===== config.mk =====
export PLATFORM = sky130hd
export DESIGN_NAME = pla_cube_substitution_top_flat
export DESIGN_NICKNAME = d
export VERILOG_FILES = /design/src/hw/rtl/pcs_pkg.sv /design/src/hw/rtl/pcs_in_if.sv /design/src/hw/rtl/pcs_out_if.sv /design/src/hw/rtl/pcs_line_mem.sv /design/src/hw/rtl/pcs_run_ctrl.sv /design/src/hw/rtl/pla_cube_substitution_top.sv /design/src/flat_wrapper.sv
export SDC_FILE = /design/constraint.sdc
export NUM_CORES = 1
export LEC_CHECK = 0
export ABC_AREA = 0
export BUFFER_PORTS_ARGS = -buffer_cell sky130_fd_sc_hd__clkbuf_2
export CAP_MARGIN = 25
export CORE_MARGIN = 3
export CORE_UTILIZATION = 60
export CTS_CLUSTER_SIZE = 25
export DETAILED_ROUTE_END_ITERATION = 10
export PLACE_DENSITY_LB_ADDON = 0.15
export SYNTH_ARGS = -nofsm -noshare
export SYNTH_HDL_FRONTEND = slang
export SYNTH_SLANG_ARGS = --single-unit

===== constraint.sdc =====
create_clock -name clk -period 25.1 [get_ports clk]
set_clock_uncertainty 0.2 [all_clocks]
set_input_delay 1.255 -clock clk [delete_from_list [all_inputs] [get_ports clk]]
set_output_delay 1.255 -clock clk [all_outputs]
set_load 0.01 [all_outputs]

===== src/hw/rtl/pcs_pkg.sv =====
package pcs_pkg;

  // fixed field widths
  localparam int CUBE_W      = 32;
  localparam int OUT_W       = 62;
  localparam int MAX_VARS    = 16;
  localparam int MAX_RESULTS = 64;
  localparam int RES_CNT_W   = $clog2(MAX_RESULTS + 1);

  // input item modes
  localparam logic [1:0] MODE_LOAD_OUTER = 2'd0;
  localparam logic [1:0] MODE_LOAD_INNER = 2'd1;
  localparam logic [1:0] MODE_RUN        = 2'd2;

  // cube symbols
  localparam logic [1:0] SYM_ZERO = 2'd0;
  localparam logic [1:0] SYM_ONE  = 2'd1;
  localparam logic [1:0] SYM_DASH = 2'd2;

  // configuration register indexes
  localparam logic [1:0] CFG_SUB_POSITION = 2'd0;
  localparam logic [1:0] CFG_OUTER_VARS   = 2'd1;
  localparam logic [1:0] CFG_INNER_VARS   = 2'd2;

  // one stored table line
  typedef struct packed {
    logic              value;
    logic [CUBE_W-1:0] cube;
  } line_t;

  // run settings, already clamped
  typedef struct packed {
    logic [3:0] pos;
    logic [4:0] ov;
    logic [4:0] iv;
  } run_cfg_t;

  // variable count forced into 1..MAX_VARS
  function automatic logic [4:0] clamp_vars(logic [4:0] v);
    logic [4:0] r;
    r = v;
    if (v == 5'd0) r = 5'd1;
    else if (v > 5'(MAX_VARS)) r = 5'(MAX_VARS);
    return r;
  endfunction

  // mask over n 2-bit symbols
  function automatic logic [CUBE_W-1:0] sym_mask(logic [4:0] n);
    logic [CUBE_W-1:0] m;
    if (n >= 5'(MAX_VARS)) m = '1;
    else m = (CUBE_W'(1) << {n, 1'b0}) - CUBE_W'(1);
    return m;
  endfunction

endpackage


===== src/hw/rtl/pcs_in_if.sv =====
interface pcs_in_if import pcs_pkg::*; ();
  logic              valid;
  logic              ready;
  logic [1:0]        mode;
  logic [CUBE_W-1:0] cube_in;
  logic              value_in;

  modport source (output valid, output mode, output cube_in, output value_in, input ready);
  modport sink (input valid, input mode, input cube_in, input value_in, output ready);
endinterface


===== src/hw/rtl/pcs_out_if.sv =====
interface pcs_out_if import pcs_pkg::*; ();
  logic             valid;
  logic             ready;
  logic [OUT_W-1:0] cube_out;
  logic             value_out;
  logic             last_of_run;

  modport source (output valid, output cube_out, output value_out, output last_of_run,
                  input ready);
  modport sink (input valid, input cube_out, input value_out, input last_of_run,
                output ready);
endinterface


===== src/hw/rtl/pcs_line_mem.sv =====
module pcs_line_mem import pcs_pkg::*; #(
  parameter int DEPTH = 8,
  localparam int AW = (DEPTH > 1) ? $clog2(DEPTH) : 1
) (
  input  logic          clk,
  input  logic          we,
  input  logic [AW-1:0] waddr,
  input  line_t         wdata,
  input  logic          re,
  input  logic [AW-1:0] raddr,
  output line_t         rdata
);

  line_t mem_r [DEPTH];
  line_t rdata_r;

  // single write port
  always_ff @(posedge clk) begin
    if (we) begin
      mem_r[waddr] <= wdata;
    end
  end

  // registered read, holds while re is low
  always_ff @(posedge clk) begin
    if (re) begin
      rdata_r <= mem_r[raddr];
    end
  end

  assign rdata = rdata_r;

endmodule


===== src/hw/rtl/pcs_run_ctrl.sv =====
module pcs_run_ctrl import pcs_pkg::*; #(
  parameter int OUTER_LINES = 8,
  parameter int INNER_LINES = 8,
  localparam int OAW = (OUTER_LINES > 1) ? $clog2(OUTER_LINES) : 1,
  localparam int OCW = $clog2(OUTER_LINES + 1),
  localparam int IAW = (INNER_LINES > 1) ? $clog2(INNER_LINES) : 1,
  localparam int ICW = $clog2(INNER_LINES + 1)
) (
  input  logic            clk,
  input  logic            rst_n,
  input  logic            start,
  input  run_cfg_t        run_cfg,
  input  logic [OCW-1:0]  outer_count,
  input  logic [ICW-1:0]  inner_count,
  output logic            idle,
  output logic            o_re,
  output logic [OAW-1:0]  o_raddr,
  input  line_t           o_rdata,
  output logic            i_re,
  output logic [IAW-1:0]  i_raddr,
  input  line_t           i_rdata,
  pcs_out_if.source       out_ch
);

  localparam logic [3:0] S_IDLE  = 4'd0;
  localparam logic [3:0] S_A_RD  = 4'd1;
  localparam logic [3:0] S_A_CHK = 4'd2;
  localparam logic [3:0] S_K_RD  = 4'd3;
  localparam logic [3:0] S_K_CHK = 4'd4;
  localparam logic [3:0] S_B_RD  = 4'd5;
  localparam logic [3:0] S_B_CHK = 4'd6;
  localparam logic [3:0] S_DASH  = 4'd7;
  localparam logic [3:0] S_FLUSH = 4'd8;

  logic [3:0]           state_r, state_nxt;
  logic [1:0]           g_r, g_nxt;
  logic [OCW-1:0]       i_r, i_nxt;
  logic [OAW-1:0]       k_r, k_nxt;
  logic [ICW-1:0]       j_r, j_nxt;
  logic [OCW-1:0]       n_out_r, n_out_nxt;
  logic [ICW-1:0]       n_in_r, n_in_nxt;
  run_cfg_t             cfg_r, cfg_nxt;
  logic [CUBE_W-1:0]    oc_r, oc_nxt;
  logic [OUT_W-1:0]     base_r, base_nxt;
  logic                 fv_r, fv_nxt;
  logic [RES_CNT_W-1:0] res_n_r, res_n_nxt;
  logic                 pend_valid_r, pend_valid_nxt;
  logic [OUT_W-1:0]     pend_cube_r, pend_cube_nxt;
  logic                 pend_value_r, pend_value_nxt;
  logic                 out_valid_r, out_valid_nxt;
  logic [OUT_W-1:0]     out_cube_r, out_cube_nxt;
  logic                 out_value_r, out_value_nxt;
  logic                 out_last_r, out_last_nxt;

  logic [CUBE_W-1:0] omask, imask, pmask, smask;
  logic [4:0]        suf_n;
  logic [1:0]        a_sym;
  logic [CUBE_W-1:0] pre_part, upper_part, ins_part;
  logic [5:0]        upper_sh;
  logic [5:0]        p_plus_iv;
  logic [OUT_W-1:0]  base_calc, emit_cube;
  logic              out_free, emit_ok, want_emit, emit, flush_out, load_out, last_res;

  // masks from the latched run settings
  assign suf_n = cfg_r.ov - {1'b0, cfg_r.pos} - 5'd1;
  assign omask = sym_mask(cfg_r.ov);
  assign imask = sym_mask(cfg_r.iv);
  assign pmask = sym_mask({1'b0, cfg_r.pos});
  assign smask = sym_mask(suf_n);

  // outer line prefix and shifted suffix
  assign a_sym      = o_rdata.cube[{cfg_r.pos, 1'b0} +: 2];
  assign pre_part   = o_rdata.cube & pmask;
  assign upper_sh   = {1'b0, cfg_r.pos, 1'b0} + 6'd2;
  assign upper_part = (o_rdata.cube >> upper_sh) & smask;
  assign p_plus_iv  = 6'(cfg_r.pos) + 6'(cfg_r.iv);
  assign base_calc  = OUT_W'(pre_part) | (OUT_W'(upper_part) << {p_plus_iv, 1'b0});

  // inner part dropped into the base
  assign ins_part  = (state_r == S_DASH) ? (32'hAAAA_AAAA & imask) : (i_rdata.cube & imask);
  assign emit_cube = base_r | (OUT_W'(ins_part) << {cfg_r.pos, 1'b0});

  // one pending result decides last_of_run
  assign out_free  = !out_valid_r || out_ch.ready;
  assign emit_ok   = !pend_valid_r || out_free;
  assign want_emit = ((state_r == S_B_CHK) && (i_rdata.value == g_r[0])) || (state_r == S_DASH);
  assign emit      = want_emit && emit_ok;
  assign flush_out = (state_r == S_FLUSH) && pend_valid_r && out_free;
  assign load_out  = (emit && pend_valid_r) || flush_out;
  assign last_res  = (res_n_r == RES_CNT_W'(MAX_RESULTS - 1));

  // run sequencer
  always_comb begin
    state_nxt = state_r;
    g_nxt     = g_r;
    i_nxt     = i_r;
    k_nxt     = k_r;
    j_nxt     = j_r;
    n_out_nxt = n_out_r;
    n_in_nxt  = n_in_r;
    cfg_nxt   = cfg_r;
    oc_nxt    = oc_r;
    base_nxt  = base_r;
    fv_nxt    = fv_r;
    res_n_nxt = res_n_r;
    o_re      = 1'b0;
    o_raddr   = i_r[OAW-1:0];
    i_re      = 1'b0;
    i_raddr   = j_r[IAW-1:0];
    unique case (state_r)
      S_IDLE: begin
        if (start) begin
          cfg_nxt   = run_cfg;
          n_out_nxt = outer_count;
          n_in_nxt  = inner_count;
          g_nxt     = SYM_ZERO;
          i_nxt     = '0;
          res_n_nxt = '0;
          state_nxt = S_A_RD;
        end
      end
      S_A_RD: begin
        if (i_r < n_out_r) begin
          o_re      = 1'b1;
          state_nxt = S_A_CHK;
        end else if (g_r == SYM_DASH) begin
          state_nxt = S_FLUSH;
        end else begin
          g_nxt = g_r + 2'd1;
          i_nxt = '0;
        end
      end
      S_A_CHK: begin
        if (a_sym == g_r) begin
          oc_nxt    = o_rdata.cube;
          base_nxt  = base_calc;
          k_nxt     = '0;
          state_nxt = S_K_RD;
        end else begin
          i_nxt     = i_r + OCW'(1);
          state_nxt = S_A_RD;
        end
      end
      S_K_RD: begin
        o_re      = 1'b1;
        o_raddr   = k_r;
        state_nxt = S_K_CHK;
      end
      S_K_CHK: begin
        // earliest identical line; the line itself ends the search
        if (((o_rdata.cube ^ oc_r) & omask) == '0) begin
          fv_nxt    = o_rdata.value;
          j_nxt     = '0;
          state_nxt = (g_r == SYM_DASH) ? S_DASH : S_B_RD;
        end else begin
          k_nxt     = k_r + OAW'(1);
          state_nxt = S_K_RD;
        end
      end
      S_B_RD: begin
        if (j_r < n_in_r) begin
          i_re      = 1'b1;
          state_nxt = S_B_CHK;
        end else begin
          i_nxt     = i_r + OCW'(1);
          state_nxt = S_A_RD;
        end
      end
      S_B_CHK: begin
        if (!want_emit) begin
          j_nxt     = j_r + ICW'(1);
          state_nxt = S_B_RD;
        end else if (emit_ok) begin
          j_nxt     = j_r + ICW'(1);
          res_n_nxt = res_n_r + RES_CNT_W'(1);
          state_nxt = last_res ? S_FLUSH : S_B_RD;
        end
      end
      S_DASH: begin
        if (emit_ok) begin
          i_nxt     = i_r + OCW'(1);
          res_n_nxt = res_n_r + RES_CNT_W'(1);
          state_nxt = last_res ? S_FLUSH : S_A_RD;
        end
      end
      S_FLUSH: begin
        if (!pend_valid_r || out_free) state_nxt = S_IDLE;
      end
      default: begin
        state_nxt = S_IDLE;
      end
    endcase
  end

  // pending slot and output register
  always_comb begin
    pend_valid_nxt = pend_valid_r;
    pend_cube_nxt  = pend_cube_r;
    pend_value_nxt = pend_value_r;
    out_valid_nxt  = out_valid_r;
    out_cube_nxt   = out_cube_r;
    out_value_nxt  = out_value_r;
    out_last_nxt   = out_last_r;
    if (load_out) begin
      out_valid_nxt = 1'b1;
      out_cube_nxt  = pend_cube_r;
      out_value_nxt = pend_value_r;
      out_last_nxt  = flush_out;
    end else if (out_ch.ready) begin
      out_valid_nxt = 1'b0;
    end
    if (emit) begin
      pend_valid_nxt = 1'b1;
      pend_cube_nxt  = emit_cube;
      pend_value_nxt = fv_r;
    end else if (flush_out) begin
      pend_valid_nxt = 1'b0;
    end
  end

  // control state
  always_ff @(posedge clk) begin
    if (!rst_n) begin
      state_r      <= S_IDLE;
      pend_valid_r <= 1'b0;
      out_valid_r  <= 1'b0;
    end else begin
      state_r      <= state_nxt;
      pend_valid_r <= pend_valid_nxt;
      out_valid_r  <= out_valid_nxt;
    end
  end

  // run datapath
  always_ff @(posedge clk) begin
    g_r          <= g_nxt;
    i_r          <= i_nxt;
    k_r          <= k_nxt;
    j_r          <= j_nxt;
    n_out_r      <= n_out_nxt;
    n_in_r       <= n_in_nxt;
    cfg_r        <= cfg_nxt;
    oc_r         <= oc_nxt;
    base_r       <= base_nxt;
    fv_r         <= fv_nxt;
    res_n_r      <= res_n_nxt;
    pend_cube_r  <= pend_cube_nxt;
    pend_value_r <= pend_value_nxt;
    out_cube_r   <= out_cube_nxt;
    out_value_r  <= out_value_nxt;
    out_last_r   <= out_last_nxt;
  end

  assign idle               = (state_r == S_IDLE);
  assign out_ch.valid       = out_valid_r;
  assign out_ch.cube_out    = out_cube_r;
  assign out_ch.value_out   = out_value_r;
  assign out_ch.last_of_run = out_last_r;

endmodule


===== src/hw/rtl/pla_cube_substitution_top.sv =====
// channel   dir  handshake      payload
// in_ch     in   valid/ready    mode, cube_in, value_in
// out_ch    out  valid/ready    cube_out, value_out, last_of_run
// cfg_*     in   cfg_we         cfg_index, cfg_wdata
//
// a load item writes one line into the outer or inner table memory, unless that table is full
// a run blocks the input; each outer line is read once in each of the three groups; a
//   matching line adds the identical-line search and a read of every inner line (none for
//   a dash line), all through the single read port of each table memory
// no item is accepted while a run is in progress; loads are taken while the last result waits
// a stalled output holds the sequencer in place; rst_n is synchronous and clears control state
module pla_cube_substitution_top import pcs_pkg::*; #(
  parameter int OUTER_LINES = 8,
  parameter int INNER_LINES = 8
) (
  input  logic       clk,
  input  logic       rst_n,
  pcs_in_if.sink     in_ch,
  pcs_out_if.source  out_ch,
  input  logic       cfg_we,
  input  logic [1:0] cfg_index,
  input  logic [4:0] cfg_wdata
);

  localparam int OAW = (OUTER_LINES > 1) ? $clog2(OUTER_LINES) : 1;
  localparam int OCW = $clog2(OUTER_LINES + 1);
  localparam int IAW = (INNER_LINES > 1) ? $clog2(INNER_LINES) : 1;
  localparam int ICW = $clog2(INNER_LINES + 1);

  logic [3:0]     sub_position_r;
  logic [4:0]     outer_vars_r;
  logic [4:0]     inner_vars_r;
  logic [OCW-1:0] outer_count_r;
  logic [ICW-1:0] inner_count_r;

  run_cfg_t       run_cfg;
  line_t          line_in, o_rdata, i_rdata;
  logic           in_acc, load_outer, load_inner, run_start, ctrl_idle;
  logic           o_re, i_re;
  logic [OAW-1:0] o_raddr;
  logic [IAW-1:0] i_raddr;

  // configuration registers
  always_ff @(posedge clk) begin
    if (!rst_n) begin
      sub_position_r <= 4'd0;
      outer_vars_r   <= 5'd1;
      inner_vars_r   <= 5'd1;
    end else if (cfg_we) begin
      unique case (cfg_index)
        CFG_SUB_POSITION: sub_position_r <= cfg_wdata[3:0];
        CFG_OUTER_VARS:   outer_vars_r   <= cfg_wdata;
        CFG_INNER_VARS:   inner_vars_r   <= cfg_wdata;
        default: ;
      endcase
    end
  end

  // clamped run settings
  always_comb begin
    run_cfg.ov  = clamp_vars(outer_vars_r);
    run_cfg.iv  = clamp_vars(inner_vars_r);
    run_cfg.pos = ({1'b0, sub_position_r} > (run_cfg.ov - 5'd1)) ?
                  4'(run_cfg.ov - 5'd1) : sub_position_r;
  end

  // input item decode
  assign in_ch.ready = ctrl_idle;
  assign in_acc      = in_ch.valid && in_ch.ready;
  assign load_outer  = in_acc && (in_ch.mode == MODE_LOAD_OUTER) &&
                       (outer_count_r < OCW'(OUTER_LINES));
  assign load_inner  = in_acc && (in_ch.mode == MODE_LOAD_INNER) &&
                       (inner_count_r < ICW'(INNER_LINES));
  assign run_start   = in_acc && (in_ch.mode == MODE_RUN);
  assign line_in     = '{value: in_ch.value_in, cube: in_ch.cube_in};

  // fill counts, both tables empty after a run
  always_ff @(posedge clk) begin
    if (!rst_n) begin
      outer_count_r <= '0;
      inner_count_r <= '0;
    end else if (run_start) begin
      outer_count_r <= '0;
      inner_count_r <= '0;
    end else begin
      if (load_outer) outer_count_r <= outer_count_r + OCW'(1);
      if (load_inner) inner_count_r <= inner_count_r + ICW'(1);
    end
  end

  // table memories
  pcs_line_mem #(.DEPTH(OUTER_LINES)) u_outer_mem (
    .clk   (clk),
    .we    (load_outer),
    .waddr (outer_count_r[OAW-1:0]),
    .wdata (line_in),
    .re    (o_re),
    .raddr (o_raddr),
    .rdata (o_rdata)
  );

  pcs_line_mem #(.DEPTH(INNER_LINES)) u_inner_mem (
    .clk   (clk),
    .we    (load_inner),
    .waddr (inner_count_r[IAW-1:0]),
    .wdata (line_in),
    .re    (i_re),
    .raddr (i_raddr),
    .rdata (i_rdata)
  );

  // run sequencer and result stage
  pcs_run_ctrl #(
    .OUTER_LINES (OUTER_LINES),
    .INNER_LINES (INNER_LINES)
  ) u_run_ctrl (
    .clk         (clk),
    .rst_n       (rst_n),
    .start       (run_start),
    .run_cfg     (run_cfg),
    .outer_count (outer_count_r),
    .inner_count (inner_count_r),
    .idle        (ctrl_idle),
    .o_re        (o_re),
    .o_raddr     (o_raddr),
    .o_rdata     (o_rdata),
    .i_re        (i_re),
    .i_raddr     (i_raddr),
    .i_rdata     (i_rdata),
    .out_ch      (out_ch)
  );

  // a run empties both tables and blocks the input
  a_run_clears: assert property (@(posedge clk) disable iff (!rst_n)
    run_start |=> (outer_count_r == '0) && (inner_count_r == '0) && !in_ch.ready)
    else $error("run did not clear tables or block input");

  // fill counts never pass capacity
  a_count_cap: assert property (@(posedge clk) disable iff (!rst_n)
    (outer_count_r <= OCW'(OUTER_LINES)) && (inner_count_r <= ICW'(INNER_LINES)))
    else $error("table fill count beyond capacity");

  // an accepted outer load bumps the count by one
  a_outer_load: assert property (@(posedge clk) disable iff (!rst_n)
    load_outer |=> outer_count_r == $past(outer_count_r) + OCW'(1))
    else $error("outer load did not advance fill count");

endmodule


===== src/flat_wrapper.sv =====
// flat-port wrapper written by rule: the top's interface ports become plain ports
module pla_cube_substitution_top_flat import pcs_pkg::*;
#(
  parameter int OUTER_LINES = 8,
  parameter int INNER_LINES = 8
)
  (clk, rst_n, cfg_we, cfg_index, cfg_wdata, in_ch_valid, in_ch_mode, in_ch_cube_in, in_ch_value_in, in_ch_ready, out_ch_valid, out_ch_cube_out, out_ch_value_out, out_ch_last_of_run, out_ch_ready);
  pcs_in_if in_ch_i ();
  pcs_out_if out_ch_i ();
  input  logic clk;
  input  logic rst_n;
  input  logic cfg_we;
  input  logic [1:0] cfg_index;
  input  logic [4:0] cfg_wdata;
  input wire logic [$bits(in_ch_i.valid)-1:0] in_ch_valid;
  input wire logic [$bits(in_ch_i.mode)-1:0] in_ch_mode;
  input wire logic [$bits(in_ch_i.cube_in)-1:0] in_ch_cube_in;
  input wire logic [$bits(in_ch_i.value_in)-1:0] in_ch_value_in;
  output wire logic [$bits(in_ch_i.ready)-1:0] in_ch_ready;
  output wire logic [$bits(out_ch_i.valid)-1:0] out_ch_valid;
  output wire logic [$bits(out_ch_i.cube_out)-1:0] out_ch_cube_out;
  output wire logic [$bits(out_ch_i.value_out)-1:0] out_ch_value_out;
  output wire logic [$bits(out_ch_i.last_of_run)-1:0] out_ch_last_of_run;
  input wire logic [$bits(out_ch_i.ready)-1:0] out_ch_ready;
  assign in_ch_i.valid = in_ch_valid;
  assign in_ch_i.mode = in_ch_mode;
  assign in_ch_i.cube_in = in_ch_cube_in;
  assign in_ch_i.value_in = in_ch_value_in;
  assign in_ch_ready = in_ch_i.ready;
  assign out_ch_valid = out_ch_i.valid;
  assign out_ch_cube_out = out_ch_i.cube_out;
  assign out_ch_value_out = out_ch_i.value_out;
  assign out_ch_last_of_run = out_ch_i.last_of_run;
  assign out_ch_i.ready = out_ch_ready;
  pla_cube_substitution_top #(.OUTER_LINES(OUTER_LINES), .INNER_LINES(INNER_LINES)) u_core (.clk(clk), .rst_n(rst_n), .in_ch(in_ch_i), .out_ch(out_ch_i), .cfg_we(cfg_we), .cfg_index(cfg_index), .cfg_wdata(cfg_wdata));
endmodule

## Yosys cells after proc, flatten, opt, wreduce, memory -nomap -nowiden

Memory sizes are Yosys's and may differ from the RTL's. A register that Yosys moved wholly into a read port is not among the register bits.
Cells that the tools add are included.

| storage, ports and cells | value |
|---|---|
| RAM bits | 528 |
| bits in latches | 0 |
| memories kept | 2 |
| register bits after elaboration | 292 |
| input bits | 47 |
| output and inout port bits | 66 |
| memory bits (read-only) | 0 |

Memories:

| memory | depth | width | read ports | clocked after memory_dff | write ports | line | text |
|---|---|---|---|---|---|---|---|
| u_core.u_inner_mem.mem_r | 8 | 33 | 1 | 1 | 1 | pcs_line_mem.sv:14 | `line_t mem_r [DEPTH];` |
| u_core.u_outer_mem.mem_r | 8 | 33 | 1 | 1 | 1 | pcs_line_mem.sv:14 |  |

| operators by class | value |
|---|---|
| equal/unequal tests | 29 |
| divide/modulo/power cells | 0 |
| order comparisons | 10 |
| $mul | 0 |
| bitwise gates (word level) | 8 |
| shift-type cells | 8 |
| add/subtract/negate cells | 16 |
| reduce and logical (&&, ||, !) cells | 44 |
| mux-type cells | 57 |

Operators with widths:

| cell | number |
|---|---|
| 32-bit AND | 4 |
| 32-bit two-way mux | 4 |
| 32-bit by 2-bit subtractor with 32-bit output (second input constant) | 4 |
| 1-bit by 6-bit left shift with 32-bit output (first input constant) | 3 |
| 4-bit two-way mux | 19 |
| 32-bit by 62-bit OR with 62-bit output | 1 |
| 62-bit OR | 1 |
| 32-bit by 5-bit left shift with 62-bit output | 1 |
| 32-bit by 7-bit left shift with 62-bit output | 1 |
| 4-bit one-hot mux with 9 select lines | 1 |
| 32-bit zero test | 1 |
| 32-bit by 6-bit variable part select with 2-bit output | 1 |
| 1-bit by 5-bit left shift with 32-bit output (first input constant) | 1 |
| 32-bit by 6-bit >> shifter with 32-bit output | 1 |
| 32-bit bitwise XOR | 1 |
| 2-bit != test (second input constant) | 11 |
| 7-bit two-way mux | 3 |
| 7-bit one-hot mux with 3 select lines | 1 |
| 4-bit one-hot mux with 5 select lines | 1 |
| 4-bit by 1-bit adder with 4-bit output (second input constant) | 4 |
| 4-bit by 3-bit equality test with 1-bit output (second input constant) | 4 |
| 5-bit greater-or-equal comparator (second input constant) | 3 |
| 3-bit two-way mux | 5 |
| 5-bit two-way mux | 3 |
| other kinds (42) | 93 |

## Depth between registers and ports, before layout

| logic depth | value |
|---|---|
| depth after elaboration | 8 |
| mapped depth | 24 |

## Modules after synthesis

A second synthesis with hierarchy kept.

| second synthesis, totals | value |
|---|---|
| cells, all modules | 2722 |
| area total of the unflattened synthesis | 40909.2 um^2 |

By module, submodules not included:

| module | instances | area each (um^2) | cells each |
|---|---|---|---|
| pcs_line_mem | 2 | 10970.5 | 427 |
| pcs_run_ctrl | 1 | 17800.8 | 1744 |
| pla_cube_substitution_top | 1 | 1167.4 | 124 |

## Least setup slack after synthesis

No wires, ideal clock.

| timing | value |
|---|---|
| path type | reg2reg |
| start point | register u_core.u_run_ctrl.cfg_r[11] in the netlist's numbering |
| end point | register u_core.u_run_ctrl.i_r[0], enable pin |
| buffers on the path | 3 |
| required time | 24250 ps |
| cell stages (with the launch flop) | 11 |
| setup slack | 15094 ps |
| data arrival time | 9156 ps |
| path through | edfxtp_1 -> buf_2 -> buf_2 -> clkbuf_1 -> mux4_2 -> nand2_1 -> a21oi_1 -> a21oi_1 -> xnor2_1 -> nor3_1 -> nor2_1 |

| between the ends | value |
|---|---|
| word-level cells in the longest chain between the ends | 4 |

Ends and longest elaborated chain:

| element | line | text |
|---|---|---|
| start: declaration | pcs_run_ctrl.sv:42 | `run_cfg_t cfg_r, cfg_nxt;` |
| start signal: assignment | pcs_run_ctrl.sv:242 | `cfg_r <= cfg_nxt;` |
| 32-bit by 6-bit variable part select with 2-bit output | pcs_run_ctrl.sv:72 | `assign a_sym = o_rdata.cube[{cfg_r.pos, 1'b0} +: 2];` |
| 2-bit equality test | pcs_run_ctrl.sv:134 | `if (a_sym == g_r) begin` |
| 2-bit != test (no source line) | -- |  |
| 7-bit AND reduction (no source line) | -- |  |
| end signal: assignment | pcs_run_ctrl.sv:237 | `i_r <= i_nxt;` |
| end: declaration | pcs_run_ctrl.sv:37 | `logic [OCW-1:0] i_r, i_nxt;` |

No other way between the ends.
A chain may end at the register's enable or synchronous reset.

## Worst setup path after layout

| timing | value |
|---|---|
| start point | register u_core.u_run_ctrl.cfg_r[11] in the netlist's numbering |
| end point | register u_core.u_run_ctrl.base_r[28] (data pin) |

| between the ends | value |
|---|---|
| word-level cells in the longest chain between the ends | 8 |

Ends and longest elaborated chain:

| element | line | text |
|---|---|---|
| 5-bit by 4-bit subtractor with 5-bit output | pcs_run_ctrl.sv:65 | `assign suf_n = cfg_r.ov - {1'b0, cfg_r.pos} - 5'd1;` |
| 5-bit by 1-bit subtractor with 5-bit output | pcs_run_ctrl.sv:65 |  |
| 1-bit by 6-bit left shift with 32-bit output | pcs_pkg.sv:51 | `else m = (CUBE_W'(1) << {n, 1'b0}) - CUBE_W'(1);` |
| 32-bit by 2-bit subtractor with 32-bit output | pcs_pkg.sv:51 |  |
| 32-bit two-way mux | pcs_pkg.sv:50 | `if (n >= 5'(MAX_VARS)) m = '1;` |
| 32-bit AND | pcs_run_ctrl.sv:75 | `assign upper_part = (o_rdata.cube >> upper_sh) & smask;` |
| 32-bit by 7-bit left shift with 62-bit output | pcs_run_ctrl.sv:77 | `assign base_calc = OUT_W'(pre_part) \| (OUT_W'(upper_part) << {p_plus_iv, 1'b0});` |
| 32-bit by 62-bit OR with 62-bit output (*) | pcs_run_ctrl.sv:77 |  |
| named net u_core.u_run_ctrl.base_calc[28] | pcs_run_ctrl.sv:61 | `logic [OUT_W-1:0] base_calc, emit_cube;` |
| end signal: assignment | pcs_run_ctrl.sv:244 | `base_r <= base_nxt;` |
| end: declaration | pcs_run_ctrl.sv:44 | `logic [OUT_W-1:0] base_r, base_nxt;` |

Mark *: on every way through the listed nets, which the timed path passes. The rest lies on a longest branch.

==> results list <==
- Count of maximum capacitance violations: 0
- In the final layout, the share of cells above drive strength 1 is 0.216.
- The worst register-to-register path has a depth of 16.
* Largest net degree at the start of global routing: 75
* Post-Layout Cell Count: approximately 3700
- Signed area change from the synthesized netlist to the final layout: 11.1%
- Via density: ~6.9
* Synthesized-area fraction occupied by adder cells: 0.0113
- Final routed wirelength across all metal layers: roughly 120 mm
* Cell chosen for the clock root: sky130_fd_sc_hd__clkbuf_16
- For this design the ratio of total power to cell area is about 86 nW/um2.
- Worst path bufs/invs: 3
- Unrepaired setup endpoints after global routing: false
- Count of TritonRoute iterations in the first routing pass: 5
* Sum of negative setup slack: 0 ps
- Die width: 265 um
* GRT Residual Overflow: 0
- The routed design could run at a clock period as short as 6140 ps.
- WP data arrival: about 6300 ps
- In this run, synthesis inferred 858 flip-flops with an integrated enable.
- Final Wtd Congestion: ~0.97
- # Post-CTS Setup Buffers: 0
- The post-synthesis compound-gate area fraction is 0.0941.
* Io pins: approximately 110
- Portion of netlist area occupied by mux cells: 0.133
- Fraction of the yosys area taken by sequential cells: 0.656
- Top cell type by total area after synthesis: sky130_fd_sc_hd__edfxtp_1
- Grouping stages by cell kind, the critical path spends the most delay in compound AO/OA/AOI/OAI gates.
- The max-slew violation total from the final report is 0.
* Synth Warn #: 0
- Once the clock tree was built, the resizer swapped 0 gates to a different size.
* Max H-tree Level: 3
- The analysis attributes to cell leakage a power of 14.9 nW.
* Initial antenna violation count: 3
* Total number of placement rows: 94
- Setup slack of the critical path after layout: 18960 ps
- Startpoint types: register
* DPL Wire Length: 71.9 mm
- Cell Area, Placed: ~42000 um2
* Post-CTS Hold Fix Bufs: 0
- Final-report hold violation count: 0
- OpenSTA, run right after detailed placement, puts the worst setup slack at about 19000 ps.
- The first global-routing pass estimated between 150 and 200 mm of wire.
* Commonest register cell after synthesis: sky130_fd_sc_hd__edfxtp_1
- Hold Path Stages: 0
- Tightest Pin Transition: between 1000 and 1500 ps
* Worst max-slew margin expressed relative to the limit: 0.229
- Of the total synthesized cell area, the portion taken by AND, OR, NAND and NOR gates is 0.0694.
- Maximum buffer depth of the clock tree: 3
- Path length in cells of the critical path: 16
- STA puts the critical path data required time at 25240 ps.
- Gate Count Post-Synth: between 2000 and 3000
- In this run the tool buffered the top-level ports with 112 buffer cells.
- Antenna viol nets, final: 0
- Once placement completed, the tool counted placed cells totaling roughly 3500.
* Fin crit share: 0.245
- Combinational family with the most area after synthesis: multiplexers
- Synthesis inferred between 800 and 900 register bits.
- Starting density of the core: 0.608
- The run finished with clean final reports.
- GRT Util Overall: 0.332
- Vertical die dimension: 265 um
- The share of synthesized area in the top cell type comes to 0.642.
- The tightest min-delay check is of the reg2reg type.
- Traced cell by cell, the critical path runs through buf_4 > inv_1 > ha_1 > a211oi_2 > nor2_1 > o211ai_2 > nor2_1 > inv_1 > ha_1 > nor3_1 > and2_1 > a221oi_1 > o22a_1 > mux2i_1 > mux2i_1 > o221ai_1.
- Static timing analysis puts the maximum clock frequency at 163 MHz.
- DRC Markers: 0
- Clock tree synthesis found a total of approximately 890 sinks.
- Counting flops with an async set or reset pin after synthesis yields a share of 0.
* Maximum fanout count along the critical path: 32
- Nets in the synthesized netlist: about 2700
- The die covers ~70000 um2.
- Routed length per placed instance: roughly 31 um
- Once layout is done, the placed cells without fillers occupy approximately 45000 um2.
* Parity-gate share of the synthesized area counting xor and xnor cells: 0.0150
- Clock slew at the register clock pins of the worst setup and hold paths: 70 ps
- Slowest-stage cell, CP: sky130_fd_sc_hd__inv_1
* Overall Power: around 3.8 mW
- Synth area leaders: sky130_fd_sc_hd__edfxtp_1 (64%), sky130_fd_sc_hd__mux4_2 (8.5%), sky130_fd_sc_hd__mux2_2 (2.7%), sky130_fd_sc_hd__mux2i_1 (2.0%), sky130_fd_sc_hd__nor2_1 (1.8%)
- The first routing iteration left roughly 3400 violations.
- Number of clock buffers inserted by TritonCTS: between 80 and 90
- Number of nets in the finished design: 2835
- Peak per-stage delay on the critical path: about 730 ps
- Cell area after synthesis: roughly 40000 um2
* Avg Synthesized Cell Area: roughly 15 um2
* Via count of the first global-routing pass: about 25000
- The worst setup path is of the reg2reg kind.
- VDD sags by at most 78.7 uV.
- Clock latency on the worst-skew pair: between 600 and 700 ps
- CORE AREA: 66000 um2
* Final setup viols: 0
- Number of distinct library cells after synthesis: 99
* Vias: around 25000
- Element type at the critical path end: register
- TritonCTS built the clock tree.
-- layout by cell type, fill, tap and decap left out, types with 37 or more instances in the layout --
cell type,instances
sky130_fd_sc_hd__a21oi_1,92
sky130_fd_sc_hd__buf_4,60
sky130_fd_sc_hd__clkbuf_16,87
sky130_fd_sc_hd__clkbuf_2,112
sky130_fd_sc_hd__edfxtp_1,858
sky130_fd_sc_hd__inv_1,43
sky130_fd_sc_hd__mux2_2,95
sky130_fd_sc_hd__mux2i_1,78
sky130_fd_sc_hd__mux4_2,151
sky130_fd_sc_hd__nand2_1,178
sky130_fd_sc_hd__nor2_1,176
sky130_fd_sc_hd__nor3_1,37
sky130_fd_sc_hd__o21ai_0,96
sky130_fd_sc_hd__xnor2_1,37
-- routing by layer --
layer	global-route usage	vias to the layer above	wire (um)
met3	0.0552	321	9890
li1	-	10700	-
met2	0.529	1434	54500
met5	0	-	13
met1	0.453	12800	44600
met4	0.160	2	6460
-- Yosys cell counts, types with 38 or more instances --
master                       n
sky130_fd_sc_hd__xnor2_1    38
sky130_fd_sc_hd__mux2_2     95
sky130_fd_sc_hd__mux2i_1    81
sky130_fd_sc_hd__clkbuf_1  111
sky130_fd_sc_hd__nor3_1     42
sky130_fd_sc_hd__nand2_1   178
sky130_fd_sc_hd__nor2_1    191
sky130_fd_sc_hd__o21ai_0    97
sky130_fd_sc_hd__mux4_2    151
sky130_fd_sc_hd__edfxtp_1  858
sky130_fd_sc_hd__a21oi_1    92
sky130_fd_sc_hd__inv_1      43
-- sequential cells by signal, summed over array words and instances, names as in the netlist, 5 cells and up --
signal and flops:
u_core.u_inner_mem.rdata 33, u_core.u_run_ctrl.res_n_r 7, u_core.u_outer_mem.rdata 33, u_core.outer_vars_r 5, u_core.u_run_ctrl.oc_r 32, u_core.u_run_ctrl.out_ch.cube_out 62, u_core.u_run_ctrl.cfg_r 14, u_core.u_inner_mem.mem_r 264
u_core.inner_vars_r 5, u_core.u_run_ctrl.pend_cube_r 62, u_core.u_outer_mem.mem_r 264, u_core.u_run_ctrl.base_r 62
-- metrics by stage --
stage                      util  hold WS (ps)
final                     0.675           210
after floorplan               -           200
after global placement    0.632           201
after CTS                 0.675           209
after global routing      0.675           222
after detailed placement  0.632           205
-- final cells by class --
| class | count | area (um2) |
|---|---|---|
| Inverter | 45 | 169 |
| Tap cell | 864 | 1080 |
| Sequential cell | 886 | 26300 |
| Fill cell | 4404 | 21400 |
| Multi-Input combinational cell | 1561 | 13100 |
| Timing Repair Buffer | 172 | 1010 |
| Clock buffer | 101 | 2230 |
| Antenna cell | 2 | 5.00 |
| Clock inverter | 63 | 604 |
-- power by group --
part           switching [mW]  internal (mW)
sequential             0.0830           1.70
clock                   0.561          0.717
combinational           0.473          0.306
-- kinds of logic after synthesis --
group / after synthesis
and+or+nand+nor: 595
muxes: 329
buffers and inverters: 208
xor gates and xnor gates: 67
AOI/OAI and AO/OA: 535
adders and majority gates: 35
DFF: 886
-- worst reg2reg max path, delay by kind of cell, from the launching register on --
kind            cells  cell delay [ps]
compound gates      5             2040
mux                 2              540
simple gates        4              740
fa+ha+maj           2              860
flops               1              350
buf+inv             3             1110
-- final timing paths --
kind / from / end / slack [ps]
max: u_core.u_run_ctrl.cfg_r[11]$_DFFE_PP_ / u_core.u_run_ctrl.base_r[28]$_DFFE_PP_ / 18960
min: u_core.u_run_ctrl.pend_cube_r[58]$_DFFE_PP_ / u_core.u_run_ctrl.out_ch.cube_out[58]$_DFFE_PP_ / 210
min reg2reg: u_core.u_run_ctrl.pend_cube_r[58]$_DFFE_PP_ / u_core.u_run_ctrl.out_ch.cube_out[58]$_DFFE_PP_ / 210
max reg2reg: u_core.u_run_ctrl.cfg_r[11]$_DFFE_PP_ / u_core.u_run_ctrl.base_r[28]$_DFFE_PP_ / 18960
Power figures use the tool's default switching activity.
